`src/design/utf8_path_hash_top_macros.svh`:
```
// ----------------------------------------------------------------------------
// utf8_path_hash_top_macros: assertion macros
// Shared assertion forms used by the path hash block. All of them are clocked
// on clk and switched off while arst_n is low.
// ----------------------------------------------------------------------------
`ifndef UTF8_PATH_HASH_TOP_MACROS_SVH
`define UTF8_PATH_HASH_TOP_MACROS_SVH

// Same-cycle implication.
`define UPH_ASSERT_NOW(label, ante, cons, msg) \
	label: assert property (@(posedge clk) disable iff (!arst_n) (ante) |-> (cons)) \
		else $error(msg);

// Next-cycle implication.
`define UPH_ASSERT_NEXT(label, ante, cons, msg) \
	label: assert property (@(posedge clk) disable iff (!arst_n) (ante) |=> (cons)) \
		else $error(msg);

`endif

```
`src/design/uph_pkg.sv`:
```
// ----------------------------------------------------------------------------
// uph_pkg: shared types and helpers of the UTF-8 path hash
// Decoder state, step result and the fold and rotate-add helpers.
// ----------------------------------------------------------------------------
package uph_pkg;

	localparam int HashWidth    = 32;
	localparam int PartialWidth = 18;
	localparam int RotBits      = 7;

	localparam logic [7:0] LeadTwoLo   = 8'hC2;
	localparam logic [7:0] LeadTwoHi   = 8'hDF;
	localparam logic [7:0] LeadThreeLo = 8'hE0;
	localparam logic [7:0] LeadThreeHi = 8'hEF;
	localparam logic [7:0] LeadFour    = 8'hF0;
	localparam logic [7:0] ContMask    = 8'hC0;
	localparam logic [7:0] ContTag     = 8'h80;

	localparam logic [HashWidth-1:0] BadPoint  = 32'hFFFF_FFFF;
	localparam logic [HashWidth-1:0] LowerA    = 32'h61;
	localparam logic [HashWidth-1:0] LowerZ    = 32'h7A;
	localparam logic [HashWidth-1:0] CaseShift = 32'h20;
	localparam logic [HashWidth-1:0] BackSlash = 32'h5C;
	localparam logic [HashWidth-1:0] Slash     = 32'h2F;

	typedef struct packed {
		logic [HashWidth-1:0]    hash;
		logic [PartialWidth-1:0] partial;
		logic [1:0]              needed;
		logic [1:0]              seen;
	} uph_state_t;

	typedef struct packed {
		logic                 emit;
		logic [HashWidth-1:0] hash;
	} uph_result_t;

	function automatic logic [HashWidth-1:0] fold_point(input logic [HashWidth-1:0] p);
		logic [HashWidth-1:0] r;
		r = p;
		if (p >= LowerA && p <= LowerZ) begin
			r = p - CaseShift;
		end else if (p == BackSlash) begin
			r = Slash;
		end
		return r;
	endfunction

	function automatic logic [HashWidth-1:0] absorb(input logic [HashWidth-1:0] h,
			input logic [HashWidth-1:0] p);
		logic [HashWidth-1:0] rot;
		rot = (h << RotBits) | (h >> (HashWidth - RotBits));
		return rot + fold_point(p);
	endfunction

endpackage

```
`src/design/utf8_path_hash_top.sv`:
```
// ----------------------------------------------------------------------------
// utf8_path_hash_top: streaming hash of zero-terminated UTF-8 paths
// Decodes a byte stream into code points, folds case and slashes, and emits
// the rotate-add hash of each path when its terminating zero arrives.
// ----------------------------------------------------------------------------
// Usage:
// The input channel (in_valid, in_stall, data_byte) moves one path byte per
// word. The output channel (out_valid, out_stall, digest) moves one hash
// per word, one for every code point of zero (a plain zero byte, a zero byte
// that breaks a pending sequence, or an overlong zero).
// A byte accepted by the input register is decoded and folded into the
// running hash when it leaves that register, which waits while a hash is
// held up in the result register; a hash it produces is registered there
// and drives the output from then on.
// Throughput is one byte per cycle while the receiver does not stall. The
// critical path is the decoder plus up to four chained 32-bit rotate-add
// updates, which a broken sequence followed by a plain byte or bad lead requires.
// When the receiver stalls with a hash waiting, the input register still
// takes one more byte; the stall then reaches in_stall until the hash drains.
// Reset clears the running hash and the pending sequence and empties both
// registers, so the first byte after reset starts a new path.
// ----------------------------------------------------------------------------
`include "utf8_path_hash_top_macros.svh"

module utf8_path_hash_top (
	input  logic        clk,
	input  logic        arst_n,
	input  logic        in_valid,
	output logic        in_stall,
	input  logic [7:0]  data_byte,
	output logic        out_valid,
	input  logic        out_stall,
	output logic [31:0] digest
);

	// Input register stage.
	logic       valid_s1;
	logic [7:0] byte_s1;

	// Decoder state and result register.
	uph_pkg::uph_state_t  state_q;
	uph_pkg::uph_state_t  state_next;
	uph_pkg::uph_result_t step_res;
	logic                 out_valid_q;
	logic [31:0]          digest_q;

	logic out_blocked;
	logic advance;

	// The registered byte can retire whenever the result slot is free or is
	// being taken in this cycle.
	assign out_blocked = out_valid_q && out_stall;
	assign advance     = valid_s1 && !out_blocked;
	assign in_stall    = valid_s1 && out_blocked;

	uph_step u_step (
		.cur_state  (state_q),
		.data_byte  (byte_s1),
		.next_state (state_next),
		.result     (step_res)
	);

	always_ff @(posedge clk or negedge arst_n) begin
		if (!arst_n) begin
			valid_s1 <= 1'b0;
		end else if (in_valid && !in_stall) begin
			valid_s1 <= 1'b1;
		end else if (advance) begin
			valid_s1 <= 1'b0;
		end
	end

	always_ff @(posedge clk) begin
		if (in_valid && !in_stall) begin
			byte_s1 <= data_byte;
		end
	end

	// The decoder state is control state: it must start clean on every reset.
	always_ff @(posedge clk or negedge arst_n) begin
		if (!arst_n) begin
			state_q <= '0;
		end else if (advance) begin
			state_q <= state_next;
		end
	end

	always_ff @(posedge clk or negedge arst_n) begin
		if (!arst_n) begin
			out_valid_q <= 1'b0;
		end else if (advance && step_res.emit) begin
			out_valid_q <= 1'b1;
		end else if (out_valid_q && !out_stall) begin
			out_valid_q <= 1'b0;
		end
	end

	always_ff @(posedge clk) begin
		if (advance && step_res.emit) begin
			digest_q <= step_res.hash;
		end
	end

	assign out_valid = out_valid_q;
	assign digest    = digest_q;

	// A pending sequence never has as many continuation bytes as it needs.
	`UPH_ASSERT_NOW(a_seen_below_needed, state_q.needed != 2'd0, state_q.seen < state_q.needed, "continuation count reached the sequence length")
	// With no sequence pending, the gathered bits and count are clear.
	`UPH_ASSERT_NOW(a_idle_clean, state_q.needed == 2'd0, state_q.seen == 2'd0 && state_q.partial == '0, "stale sequence state with no lead pending")
	// An emitted hash lands in the result register and restarts the hash.
	`UPH_ASSERT_NEXT(a_emit_lands, advance && step_res.emit, out_valid_q && digest_q == $past(step_res.hash) && state_q.hash == '0, "terminator did not publish and clear the hash")
	// The input side is held off only while a word waits in the input register.
	`UPH_ASSERT_NOW(a_stall_needs_item, in_stall, valid_s1 && out_valid_q, "input stalled with nothing to hold it up")

endmodule

```
`src/design/uph_step.sv`:
```
// ----------------------------------------------------------------------------
// uph_step: one-byte decode and hash update
// Combinational next-state logic: continuation handling, broken-sequence
// recovery, lead decode, folding and the rotate-add updates.
// ----------------------------------------------------------------------------
module uph_step (
	input  uph_pkg::uph_state_t  cur_state,
	input  logic [7:0]           data_byte,
	output uph_pkg::uph_state_t  next_state,
	output uph_pkg::uph_result_t result
);

	logic                              is_cont;
	logic                              take_lead;
	logic [1:0]                        seen_inc;
	logic [uph_pkg::PartialWidth-1:0]  grown;
	logic [uph_pkg::HashWidth-1:0]     h;
	logic [uph_pkg::HashWidth-1:0]     byte_point;

	assign is_cont    = (data_byte & uph_pkg::ContMask) == uph_pkg::ContTag;
	assign seen_inc   = cur_state.seen + 2'd1;
	assign grown      = {cur_state.partial[uph_pkg::PartialWidth-7:0], data_byte[5:0]};
	assign byte_point = {{(uph_pkg::HashWidth-8){1'b0}}, data_byte};

	always_comb begin
		next_state  = cur_state;
		result.emit = 1'b0;
		result.hash = cur_state.hash;
		h           = cur_state.hash;
		take_lead   = 1'b1;

		if (cur_state.needed != 2'd0) begin
			if (is_cont) begin
				take_lead = 1'b0;
				if (seen_inc >= cur_state.needed) begin
					next_state.needed  = 2'd0;
					next_state.seen    = 2'd0;
					next_state.partial = '0;
					if (grown == '0) begin
						result.emit     = 1'b1;
						result.hash     = h;
						next_state.hash = '0;
					end else begin
						next_state.hash = uph_pkg::absorb(h,
							{{(uph_pkg::HashWidth-uph_pkg::PartialWidth){1'b0}}, grown});
					end
				end else begin
					next_state.partial = grown;
					next_state.seen    = seen_inc;
				end
			end else begin
				// Broken sequence: one bad point for the lead and one per
				// continuation byte already taken.
				for (int k = 0; k < 3; k++) begin
					if (2'(k) <= cur_state.seen) begin
						h = uph_pkg::absorb(h, uph_pkg::BadPoint);
					end
				end
				next_state.needed  = 2'd0;
				next_state.seen    = 2'd0;
				next_state.partial = '0;
				next_state.hash    = h;
			end
		end

		if (take_lead) begin
			if (data_byte[7] == 1'b0) begin
				if (data_byte == 8'd0) begin
					result.emit     = 1'b1;
					result.hash     = h;
					next_state.hash = '0;
				end else begin
					next_state.hash = uph_pkg::absorb(h, byte_point);
				end
			end else if (data_byte >= uph_pkg::LeadTwoLo && data_byte <= uph_pkg::LeadTwoHi) begin
				next_state.partial = {{(uph_pkg::PartialWidth-5){1'b0}}, data_byte[4:0]};
				next_state.needed  = 2'd1;
				next_state.seen    = 2'd0;
				next_state.hash    = h;
			end else if (data_byte >= uph_pkg::LeadThreeLo
					&& data_byte <= uph_pkg::LeadThreeHi) begin
				next_state.partial = {{(uph_pkg::PartialWidth-4){1'b0}}, data_byte[3:0]};
				next_state.needed  = 2'd2;
				next_state.seen    = 2'd0;
				next_state.hash    = h;
			end else if (data_byte == uph_pkg::LeadFour) begin
				next_state.partial = '0;
				next_state.needed  = 2'd3;
				next_state.seen    = 2'd0;
				next_state.hash    = h;
			end else begin
				next_state.hash = uph_pkg::absorb(h, uph_pkg::BadPoint);
			end
		end
	end

endmodule

```
`config.mk`:
```
export PLATFORM = sky130hd
export DESIGN_NAME = utf8_path_hash_top
export DESIGN_NICKNAME = d
export VERILOG_FILES = /design/src/design/uph_pkg.sv /design/src/design/utf8_path_hash_top.sv /design/src/design/uph_step.sv
export VERILOG_INCLUDE_DIRS = /design/src /design/src/design
export SDC_FILE = /design/constraint.sdc
export NUM_CORES = 1
export LEC_CHECK = 0
export BUFFER_PORTS_ARGS = -buffer_cell sky130_fd_sc_hd__buf_2
export CAP_MARGIN = 20
export CORE_UTILIZATION = 30
export CTS_CLUSTER_DIAMETER = 150
export DETAILED_ROUTE_END_ITERATION = 10
export PLACE_DENSITY = 0.44
export SLEW_MARGIN = 20
export SYNTH_ARGS = -nofsm -noshare
export SYNTH_HDL_FRONTEND = slang
export SYNTH_SLANG_ARGS = --single-unit
```
`constraint.sdc`:
```
create_clock -name clk -period 13.4 [get_ports clk]
set_clock_uncertainty 0.05 [all_clocks]
set_input_delay 2.01 -clock clk [delete_from_list [all_inputs] [get_ports clk]]
set_output_delay 2.01 -clock clk [all_outputs]
set_load 0.005 [all_outputs]
```
; After elaboration in Yosys (flattened, before gate mapping)
; Index checks and enable logic that the tools add are counted.
[op_classes]
eq_ne = 5
bitwise = 4
magnitude_cmp = 12
reduce_logical = 20
addsub = 9
n_mux = 48
[op_table]
columns = op, count
row1 = 2-to-1 mux 32 bit, 23
row2 = 2-to-1 mux 54 bit, 5
row3 = 2-to-1 mux 33 bit, 7
row4 = "adder 32 bit, second input constant", 4
row5 = bitwise OR 32 x 7 -> 32 bit, 4
row6 = adder 32 bit, 2
row7 = 2-to-1 mux 22 bit, 2
row8 = 2-to-1 mux 18 bit, 2
row9 = "subtractor 18 x 6 -> 19 bit, second input constant", 1
row10 = "== test 18 x 7 -> 1 bit, second input constant", 1
row11 = ">= comparator 18 x 7 -> 1 bit, second input constant", 1
row12 = "less-or-equal comparator 18 x 7 -> 1 bit, second input constant", 1
row13 = zero test 18 bit, 1
row14 = ">= comparator 8 bit, second input constant", 2
row15 = "less-or-equal comparator 8 bit, second input constant", 2
row16 = logical AND 1 bit, 10
row17 = "subtractor 8 x 6 -> 9 bit, second input constant", 1
row18 = "== test 8 x 7 -> 1 bit, second input constant", 1
row19 = "== test 8 bit, second input constant", 1
row20 = ">= comparator 8 x 7 -> 1 bit, second input constant", 1
row21 = "less-or-equal comparator 8 x 7 -> 1 bit, second input constant", 1
row22 = zero test 8 bit, 1
row23 = nonzero test 2 bit, 4
row24 = 2-to-1 mux 7 bit, 1
row25 = other kinds (10), 19
[totals]
in_bits = 12
word_cells = 106
out_inout_bits = 34
regBits = 96

; Longest topological paths before layout
; Gate-level depths: netlist of the first run.
[logic_depth]
ltp_word = 22
ltp_mapped = 43
depth_no_buf = 39

; Hierarchy
; Synthesis of the first run repeated with hierarchy kept, for this count alone.
[unflattened]
hier_cells = 1673
area_unflattened_um2 = 13145.1
[by_module_without_submodules]
columns = mod, area_each_um2, cells_per_inst, seq_area_each_um2, instances
row1 = uph_step, 9586.7, 1508, 0.0, 1
row2 = utf8_path_hash_top, 3558.4, 165, 2602.5, 1

; Least setup slack after synthesis of the first run
; Ideal clock, no wire load.
[synth_timing]
path_kind = register to register
startpoint = register state_q[47] (netlist name)
endpoint = register state_q[51] (netlist name)
period_less_slack_ps = 9234
path_buffers = 4
t_required_ps = 13226
path_stages_with_launch = 44
setup_slack_ps = 4166
arrival_time_ps = 9060
path_cell_list = dfrtp_1 -> clkbuf_1 -> inv_1 -> ha_1 -> buf_2 -> nor3b_1 -> nand4_1 -> clkbuf_1 -> nor3_1 -> xnor2_1 -> ha_1 -> nand4_1 -> or3_1 -> nor3_1 -> buf_2 -> nand4_1 -> and3_1 -> inv_1 -> (+8 left out) -> ha_1 -> a21o_1 -> a21o_1 -> a2111oi_0 -> o31ai_1 -> o41ai_1 -> o21ai_0 -> o41ai_1 -> o311ai_0 -> a21o_1 -> a21oi_1 -> o21ai_0 -> o21a_1 -> nor2_1 -> o21a_1 -> nor2_1 -> xor2_1 -> a211o_1
[synth_between]
elab_chain_cells = 22
[synth_rtl]
columns = item, line
row1 = start: declaration, utf8_path_hash_top.sv:41  ; uph_pkg::uph_state_t state_q;
row2 = start signal: assignment, utf8_path_hash_top.sv:84  ; state_q <= state_next;
row3 = bitwise OR 32 x 7 -> 32 bit, uph_pkg.sv:52  ; rot = (h << RotBits) | (h >> (HashWidth - RotBits));
row4 = adder 32 bit, uph_pkg.sv:53  ; return rot + fold_point(p);
row5 = 2-to-1 mux 32 bit, uph_step.sv:55  ; if (2'(k) <= cur_state.seen) begin
row6 = 2-to-1 mux 32 bit, uph_step.sv:33  ; if (is_cont) begin
row7 = 2-to-1 mux 32 bit, uph_step.sv:32  ; if (cur_state.needed != 2'd0) begin
row8 = bitwise OR 32 x 7 -> 32 bit, uph_pkg.sv:52
row9 = adder 32 bit, uph_pkg.sv:53
row10 = 2-to-1 mux 32 bit, uph_step.sv:55
row11 = (+6 left out), --
row12 = 2-to-1 mux 32 bit, uph_step.sv:32
row13 = bitwise OR 32 x 7 -> 32 bit, uph_pkg.sv:52
row14 = adder 32 bit, uph_pkg.sv:53
row15 = 2-to-1 mux 32 bit, uph_step.sv:86  ; end else if (data_byte == uph_pkg::LeadFour) begin
row16 = 2-to-1 mux 54 bit, uph_step.sv:80  ; end else if (data_byte >= uph_pkg::LeadThreeLo
row17 = 2-to-1 mux 54 bit, uph_step.sv:75  ; end else if (data_byte >= uph_pkg::LeadTwoLo && data_byte <= uph_pkg::LeadTwoHi) begin
row18 = 2-to-1 mux 32 bit, uph_step.sv:67  ; if (data_byte[7] == 1'b0) begin
row19 = 2-to-1 mux 54 bit (*), uph_step.sv:66  ; if (take_lead) begin
; Mark *: on every way between the ends. The rest lies on a longest branch, timed or not. The select of a mux whose other input is x is not followed.
; A chain may end at the register's enable or synchronous reset.

; Worst setup path after layout of the first run
[layout_timing]
startpoint = register state_q[51] (netlist name)
endpoint = register state_q[51] (netlist name)
; Same word-level chain as after synthesis.

==> results of run 1 <==
==> routing by layer <==
metal / track usage / up-vias / share of wire
met1: 0.380 / 6240 / 0.45
met5: 0 / - / 0
met2: 0.408 / 610 / 0.42
li1: - / 5954 / -
met4: 0.151 / 0 / 0.062
met3: 0.0303 / 132 / 0.065
==> final timing paths <==
kind                                     to  slack [ns]  depth (start not counted)
worst max register to register  state_q[51]        1.77                         38
max in group asynchronous       state_q[43]       11.07                          2
worst max-delay path            state_q[51]        1.77                         38
worst min register to register  state_q[13]        0.48                          1
min in group asynchronous         out_valid        1.71                          2
worst min-delay path            state_q[13]        0.48                          1
==> layout make-up <==
type	instances	share of cell area
multi-input cells	1354	0.689
flip-flops and latches	90	0.185
well taps	518	0.0490
repair buffers	86	0.0403
clock buffers	10	0.0173
inverters	48	0.0136
clock inverters	6	0.00539
diodes	1	0.000189
==> registers in the layout (all words and copies together), names as in the netlist <==
name and cells:
byte_s1 8, state_q 48, valid_s1 1, digest 32, out_valid 1
==> power groups by stage <==
| stage | Clock, mW | Sequential [mW] | Combinational (mW) |
|---|---|---|---|
| floorplan | 0 | 0.414 | 1.49 |
| CTS | 0.280 | 0.540 | 2.20 |
| global placement | 0 | 0.537 | 2.22 |
| global route | 0.288 | 0.552 | 2.40 |
| detailed placement | 0 | 0.547 | 2.18 |
| finish | 0.278 | 0.544 | 2.25 |
==> logic make-up (layout without fill, tap and decap cells) <==
| family | count (synthesis) | count (layout) | share of synthesized area |
|---|---|---|---|
| simple gates | 637 | 637 | 0.283 |
| other cells | 1 | 37 | 0.000313 |
| buf+inv | 135 | 150 | 0.0458 |
| mux | 27 | 27 | 0.0242 |
| xor+xnor | 119 | 119 | 0.0882 |
| flops | 90 | 90 | 0.205 |
| fa+ha+maj | 77 | 77 | 0.0817 |
| compound gates | 458 | 458 | 0.272 |
==> cell usage in the layout (no fill, tap or decap), types with 12 or more instances in the layout <==
cell / count
o31ai_1: 14
or3_1: 25
a31oi_1: 23
buf_2: 45
a22oi_1: 16
a22o_1: 18
o221ai_1: 12
dfrtp_1: 50
nand3_1: 54
inv_1: 45
o21ai_0: 74
a211oi_1: 19
ha_1: 74
a21o_1: 21
xnor2_1: 78
a222oi_1: 13
nor3_1: 62
and2_1: 15
nor4_1: 27
o211ai_1: 21
conb_1: 36
edfxtp_1: 40
buf_4: 41
xor2_1: 40
nor2b_1: 17
nand2_1: 135
nand2b_1: 20
or2_2: 30
nand4_1: 30
mux2_2: 16
a21oi_1: 80
nor2_1: 135
and3_1: 12
o21a_1: 27
==> flow_summary.json, run 1 <==
{
  "cts_buffers": 9,
  "dp_slack_ns": 2.03,
  "swShare": 0.588,
  "yosysMostFrequentCell": "nor2_1",
  "p_sw_mw": 1.81,
  "startpoint_type": "flip-flop",
  "critPathLaunch": "state_q[51]",
  "dr.pass1.iters": 9,
  "worst_slack_ns": 1.77,
  "synth.avg_cell_area_um2": 7.75,
  "initial_core_util": 0.307,
  "grt_pass1_wl_um": 81800,
  "post-route-cell-area_um2": 13200,
  "cts_hold_buf": 0,
  "p_int_mw": 1.27,
  "drtIter0Drc": 1515,
  "clockBufferDepth": 2,
  "finalCritPeriodShare": 0.868,
  "multi_input_area_um2": 9110,
  "synth_top_cell_area_share": 0.105,
  "cpMostUsedCell": "nand4_1",
  "worst_slew_pin_slew_ns": 1.07,
  "ios": 46,
  "post_cts_resized": 0,
  "fin_setup_tns_ns": 0,
  "ys_seq_area_frac": 0.205,
  "power_frac_seq": 0.177,
  "synth_edf_count": 40,
  "cts_root_buffer": "clkbuf_16",
  "ys_async_sr_fraction": 0.556,
  "cts_tree": "built",
  "required_ns": 13.59,
  "status": "completed",
  "via_count": 12900,
  "path_max_fanout": 18,
  "setup-violations-final": 0,
  "core_area_um2": 39000,
  "cpMaxStageDelayCell": "nand4_1",
  "fmax_mhz": 86.0,
  "max_cap_viol_count": 0,
  "grt_util_all_layers": 0.272,
  "synth_seq_cells": 90,
  "comb_power_share": 0.733,
  "drv_slew": 0,
  "grt-ovfl-total": 0,
  "min_from": "state_q[13]",
  "yosys.area.top_type": "dfrtp_1",
  "ys_warn_count": 0,
  "period_minus_slack_ns": 11.63,
  "reg2reg_from": "state_q[51]",
  "dp_hpwl_um": 44400,
  "cts_sinks": 90,
  "antenna_found_initial": 1,
  "placed_area_um2": 12900,
  "chipWidth_um": 202,
  "worstSetupEndpointType": "flip-flop",
  "clkTransAtPathRegs_ns": 0.07,
  "num-fill-cells": 4207,
  "utilization": 0.339,
  "hold_viol_final": 0,
  "grt_max_degree": 61,
  "synthCells": 1544,
  "final_cells": 2113,
  "io_buffers": 45,
  "ant_nets": 0,
  "dpl.cell_count": 2096,
  "synth.area.top_cells": "dfrtp_1, edfxtp_1, ha_1",
  "power.density_nw_per_um2": 233,
  "drive_above_1_share": 0.118,
  "dieArea_um2": 40700,
  "power_mw": 3.08,
  "yosysUniqueCellTypes": 101,
  "slowest_delay_ns": 0.71,
  "syn_to_final_growth_pct": 10.5,
  "drt_wl_total_um": 55800,
  "wire_per_inst_um": 26.4,
  "slew_headroom": 0.269,
  "ff_latch_area_um2": 2450,
  "grt_pass1_vias": 11900,
  "gp_congestion": 0.969,
  "leakagePower_nw": 5.12,
  "ys_top_cells_by_count": "nor2_1, nand2_1, a21oi_1",
  "drc": 0,
  "synth_top_flop_cell": "dfrtp_1",
  "rows": 72,
  "syn_area_um2": 12000,
  "cts_setup_buffers": 0,
  "clock_latency_ns": 0.37,
  "die_h_um": 202,
  "hold_path_class": "flip-flop to flip-flop",
  "hold_slack_ns": 0.483,
  "p_clk_frac": 0.090,
  "avgViaCountPerCell": 6.12,
  "worstPathArrival_ns": 11.82,
  "grt_setup_unrepaired": "false",
  "worst-setup-path-type": "flip-flop to flip-flop",
  "max-vdd-ir-drop_mv": 0.0884,
  "worst-path-buf-inv": 4,
  "h-tree-depth": 3,
  "path_delay_family": "compound AO/OA/AOI/OAI gates",
  "nets": 1678
}
No activity file was read; power rests on OpenSTA's default activity.
==> inputs of run 2 (changes only) <==
Settings changed: ABC_AREA from default to 1, PLACE_DENSITY 0.44 to 0.43.
==> run 2 against run 1 <==
Critical path depth rose by 12. Combinational power up 6%. Register-to-register slack better by 3.3 ns. Largest cell class unchanged. Largest power group unchanged. Area after synthesis rose by 14%. Highest routed layer unchanged. Via count rose by 23%. Cell area rose by 14%.
==> flow_summary.json, run 2 <==
{
  "cts_sinks": 90,
  "hold_depth": 2,
  "grt_pass1_vias": 15200,
  "worstPathArrival_ns": 8.58,
  "grt_setup_unrepaired": "false",
  "yosysUniqueCellTypes": 58,
  "wire_per_inst_um": 22.3,
  "synth_top_flop_cell": "dfrtp_1",
  "ios": 46,
  "post_cts_resized": 0,
  "worstSetupEndpointType": "flip-flop",
  "synth_seq_cells": 90,
  "avgViaCountPerCell": 5.27,
  "power_frac_seq": 0.162,
  "nets": 2517,
  "die_h_um": 216,
  "multi_input_area_um2": 9990,
  "num-fill-cells": 5131,
  "io_buffers": 45,
  "drt_wl_total_um": 67600,
  "max_cap_viol_count": 0,
  "final_cell_mix": "nand2_1, inv_1, nor2_1, nand3_1, o21ai_0",
  "hold_viol_final": 0,
  "rows": 77,
  "final_cells": 3025,
  "dr.pass1.iters": 6,
  "min_from": "out_valid",
  "gp_congestion": 0.980,
  "reg2reg_slack_ns": 5.10,
  "p_int_mw": 1.13,
  "clockBufferDepth": 2,
  "period_minus_slack_ns": 8.30,
  "grt-ovfl-total": 0,
  "synth.area.top_cells": "nand2_1, dfrtp_1, edfxtp_1",
  "cpMaxStageDelayCell": "dfrtp_1",
  "clkTransAtPathRegs_ns": 0.08,
  "cts_buffers": 9,
  "antenna_found_initial": 0,
  "core_area_um2": 44600,
  "ant_nets": 0,
  "r2r-end": "state_q[48]",
  "grt_util_all_layers": 0.290,
  "worst_slew_pin_slew_ns": 1.03,
  "layout_commonest_cell": "nand2_1",
  "ys_top_cells_by_count": "nand2_1, inv_1, nor2_1",
  "swShare": 0.646,
  "drtIter0Drc": 1477,
  "power_mw": 3.20,
  "synth.avg_cell_area_um2": 5.77,
  "ys_seq_area_frac": 0.179,
  "slowest_delay_ns": 0.57,
  "clock_latency_ns": 0.41,
  "grt_pass1_wl_um": 99200,
  "worst-setup-path-type": "flip-flop to flip-flop",
  "p_clk_frac": 0.093,
  "synthCells": 2372,
  "cts_hold_buf": 0,
  "via_count": 16000,
  "min_to": "out_valid",
  "syn_to_final_growth_pct": 10.1,
  "drv_slew": 0,
  "status": "completed",
  "drive_above_1_share": 0.0982,
  "cts_tree": "built",
  "chipWidth_um": 216,
  "p_sw_mw": 2.07,
  "h-tree-depth": 3,
  "dieArea_um2": 46500,
  "ff_latch_area_um2": 2450,
  "hold_path_class": "flip-flop to flip-flop",
  "yosys.area.top_type": "nand2_1",
  "reg2reg_from": "state_q[47]",
  "comb_power_share": 0.745,
  "dpl.cell_count": 3008,
  "setup-violations-final": 0,
  "dp_hpwl_um": 54900,
  "reg2regPathDepth": 50,
  "diodes": 0,
  "path_max_fanout": 10,
  "cts_setup_buffers": 0,
  "synth_edf_count": 40,
  "fmax_mhz": 120,
  "synth_top_cell_area_share": 0.198,
  "max-vdd-ir-drop_mv": 0.105,
  "top_register": "state_q",
  "largest_reg_flops": 48,
  "initial_core_util": 0.307,
  "fin_setup_tns_ns": 0,
  "leakagePower_nw": 7.33,
  "required_ns": 13.68,
  "startpoint_type": "flip-flop",
  "syn_area_um2": 13700,
  "cpMostUsedCell": "nand2_1",
  "cts_root_buffer": "clkbuf_16",
  "ys_async_sr_fraction": 0.556,
  "yosysMostFrequentCell": "nand2_1",
  "drc": 0,
  "finalCritPeriodShare": 0.619,
  "ys_warn_count": 0,
  "power.density_nw_per_um2": 212,
  "grt_max_degree": 51,
  "slew_headroom": 0.316
}
run 2: power groups by stage:
stage          combinational, mW  clock [mW]  sequential, mW
2_1_floorplan               1.55           0           0.423
3_3_place_gp                2.34           0           0.518
3_5_place_dp                2.32           0           0.520
4_1_cts                     2.33       0.301           0.514
5_1_grt                     2.60       0.310           0.520
6_report                    2.39       0.297           0.519
run 2: final cells by class:
cell class | instances | area share
Clock buffer | 9 | 0.0149
Multi-Input combinational cell | 1951 | 0.663
Sequential cell | 90 | 0.163
Inverter | 308 | 0.0767
Clock inverter | 7 | 0.00631
Timing Repair Buffer | 68 | 0.0277
Tap cell | 592 | 0.0491
run 2: how the worst max path moves through the flow:
stage | from | endpoint | slack (ns) | depth (start not counted)
final | state_q[47] | state_q[48] | 5.10 | 50
after global routing | state_q[47] | state_q[46] | 4.31 | 51
after CTS | state_q[47] | state_q[48] | 5.24 | 50
after detailed placement | state_q[47] | state_q[42] | 5.30 | 47
after global placement | state_q[51] | state_q[42] | 5.39 | 46
after floorplan | state_q[47] | state_q[53] | 7.04 | 47
run 2: cell families (layout without fill, tap and decap cells):
group,after synthesis,count (layout),synth area share
xor gates and xnor gates,21,21,0.0148
AOI/OAI and AO/OA,408,408,0.166
DFF,90,90,0.179
other,1,36,0.000274
and+or+nand+nor,1409,1409,0.466
adders and majority gates,77,77,0.0715
buffers and inverters,366,392,0.103
run 2: per-stage QoR:
stage	cell area (um^2)	hold WS, ns	worst slack (ns)	util
2_1_floorplan	13800	0.423	7.04	-
3_3_place_gp	14700	0.485	5.39	0.330
3_5_place_dp	14700	0.465	5.30	0.330
4_1_cts	15100	0.501	5.24	0.338
5_1_grt	15100	0.535	4.31	0.338
6_report	15100	0.490	5.10	0.338
run 2: critical path: cells and delay by family (launching register included):
family | cells | cell delay [ns]
adders and majority gates | 4 | 1.43
buffers and inverters | 3 | 0.41
AOI/OAI and AO/OA | 11 | 1.99
DFF | 1 | 0.57
and+or+nand+nor | 32 | 3.76
run 2: per-layer routing:
metal	up-vias	share of wire	track usage
li1	7853	-	-
met2	492	0.46	0.480
met5	-	0	0
met4	0	0.050	0.138
met1	7518	0.45	0.378
met3	89	0.042	0.0275
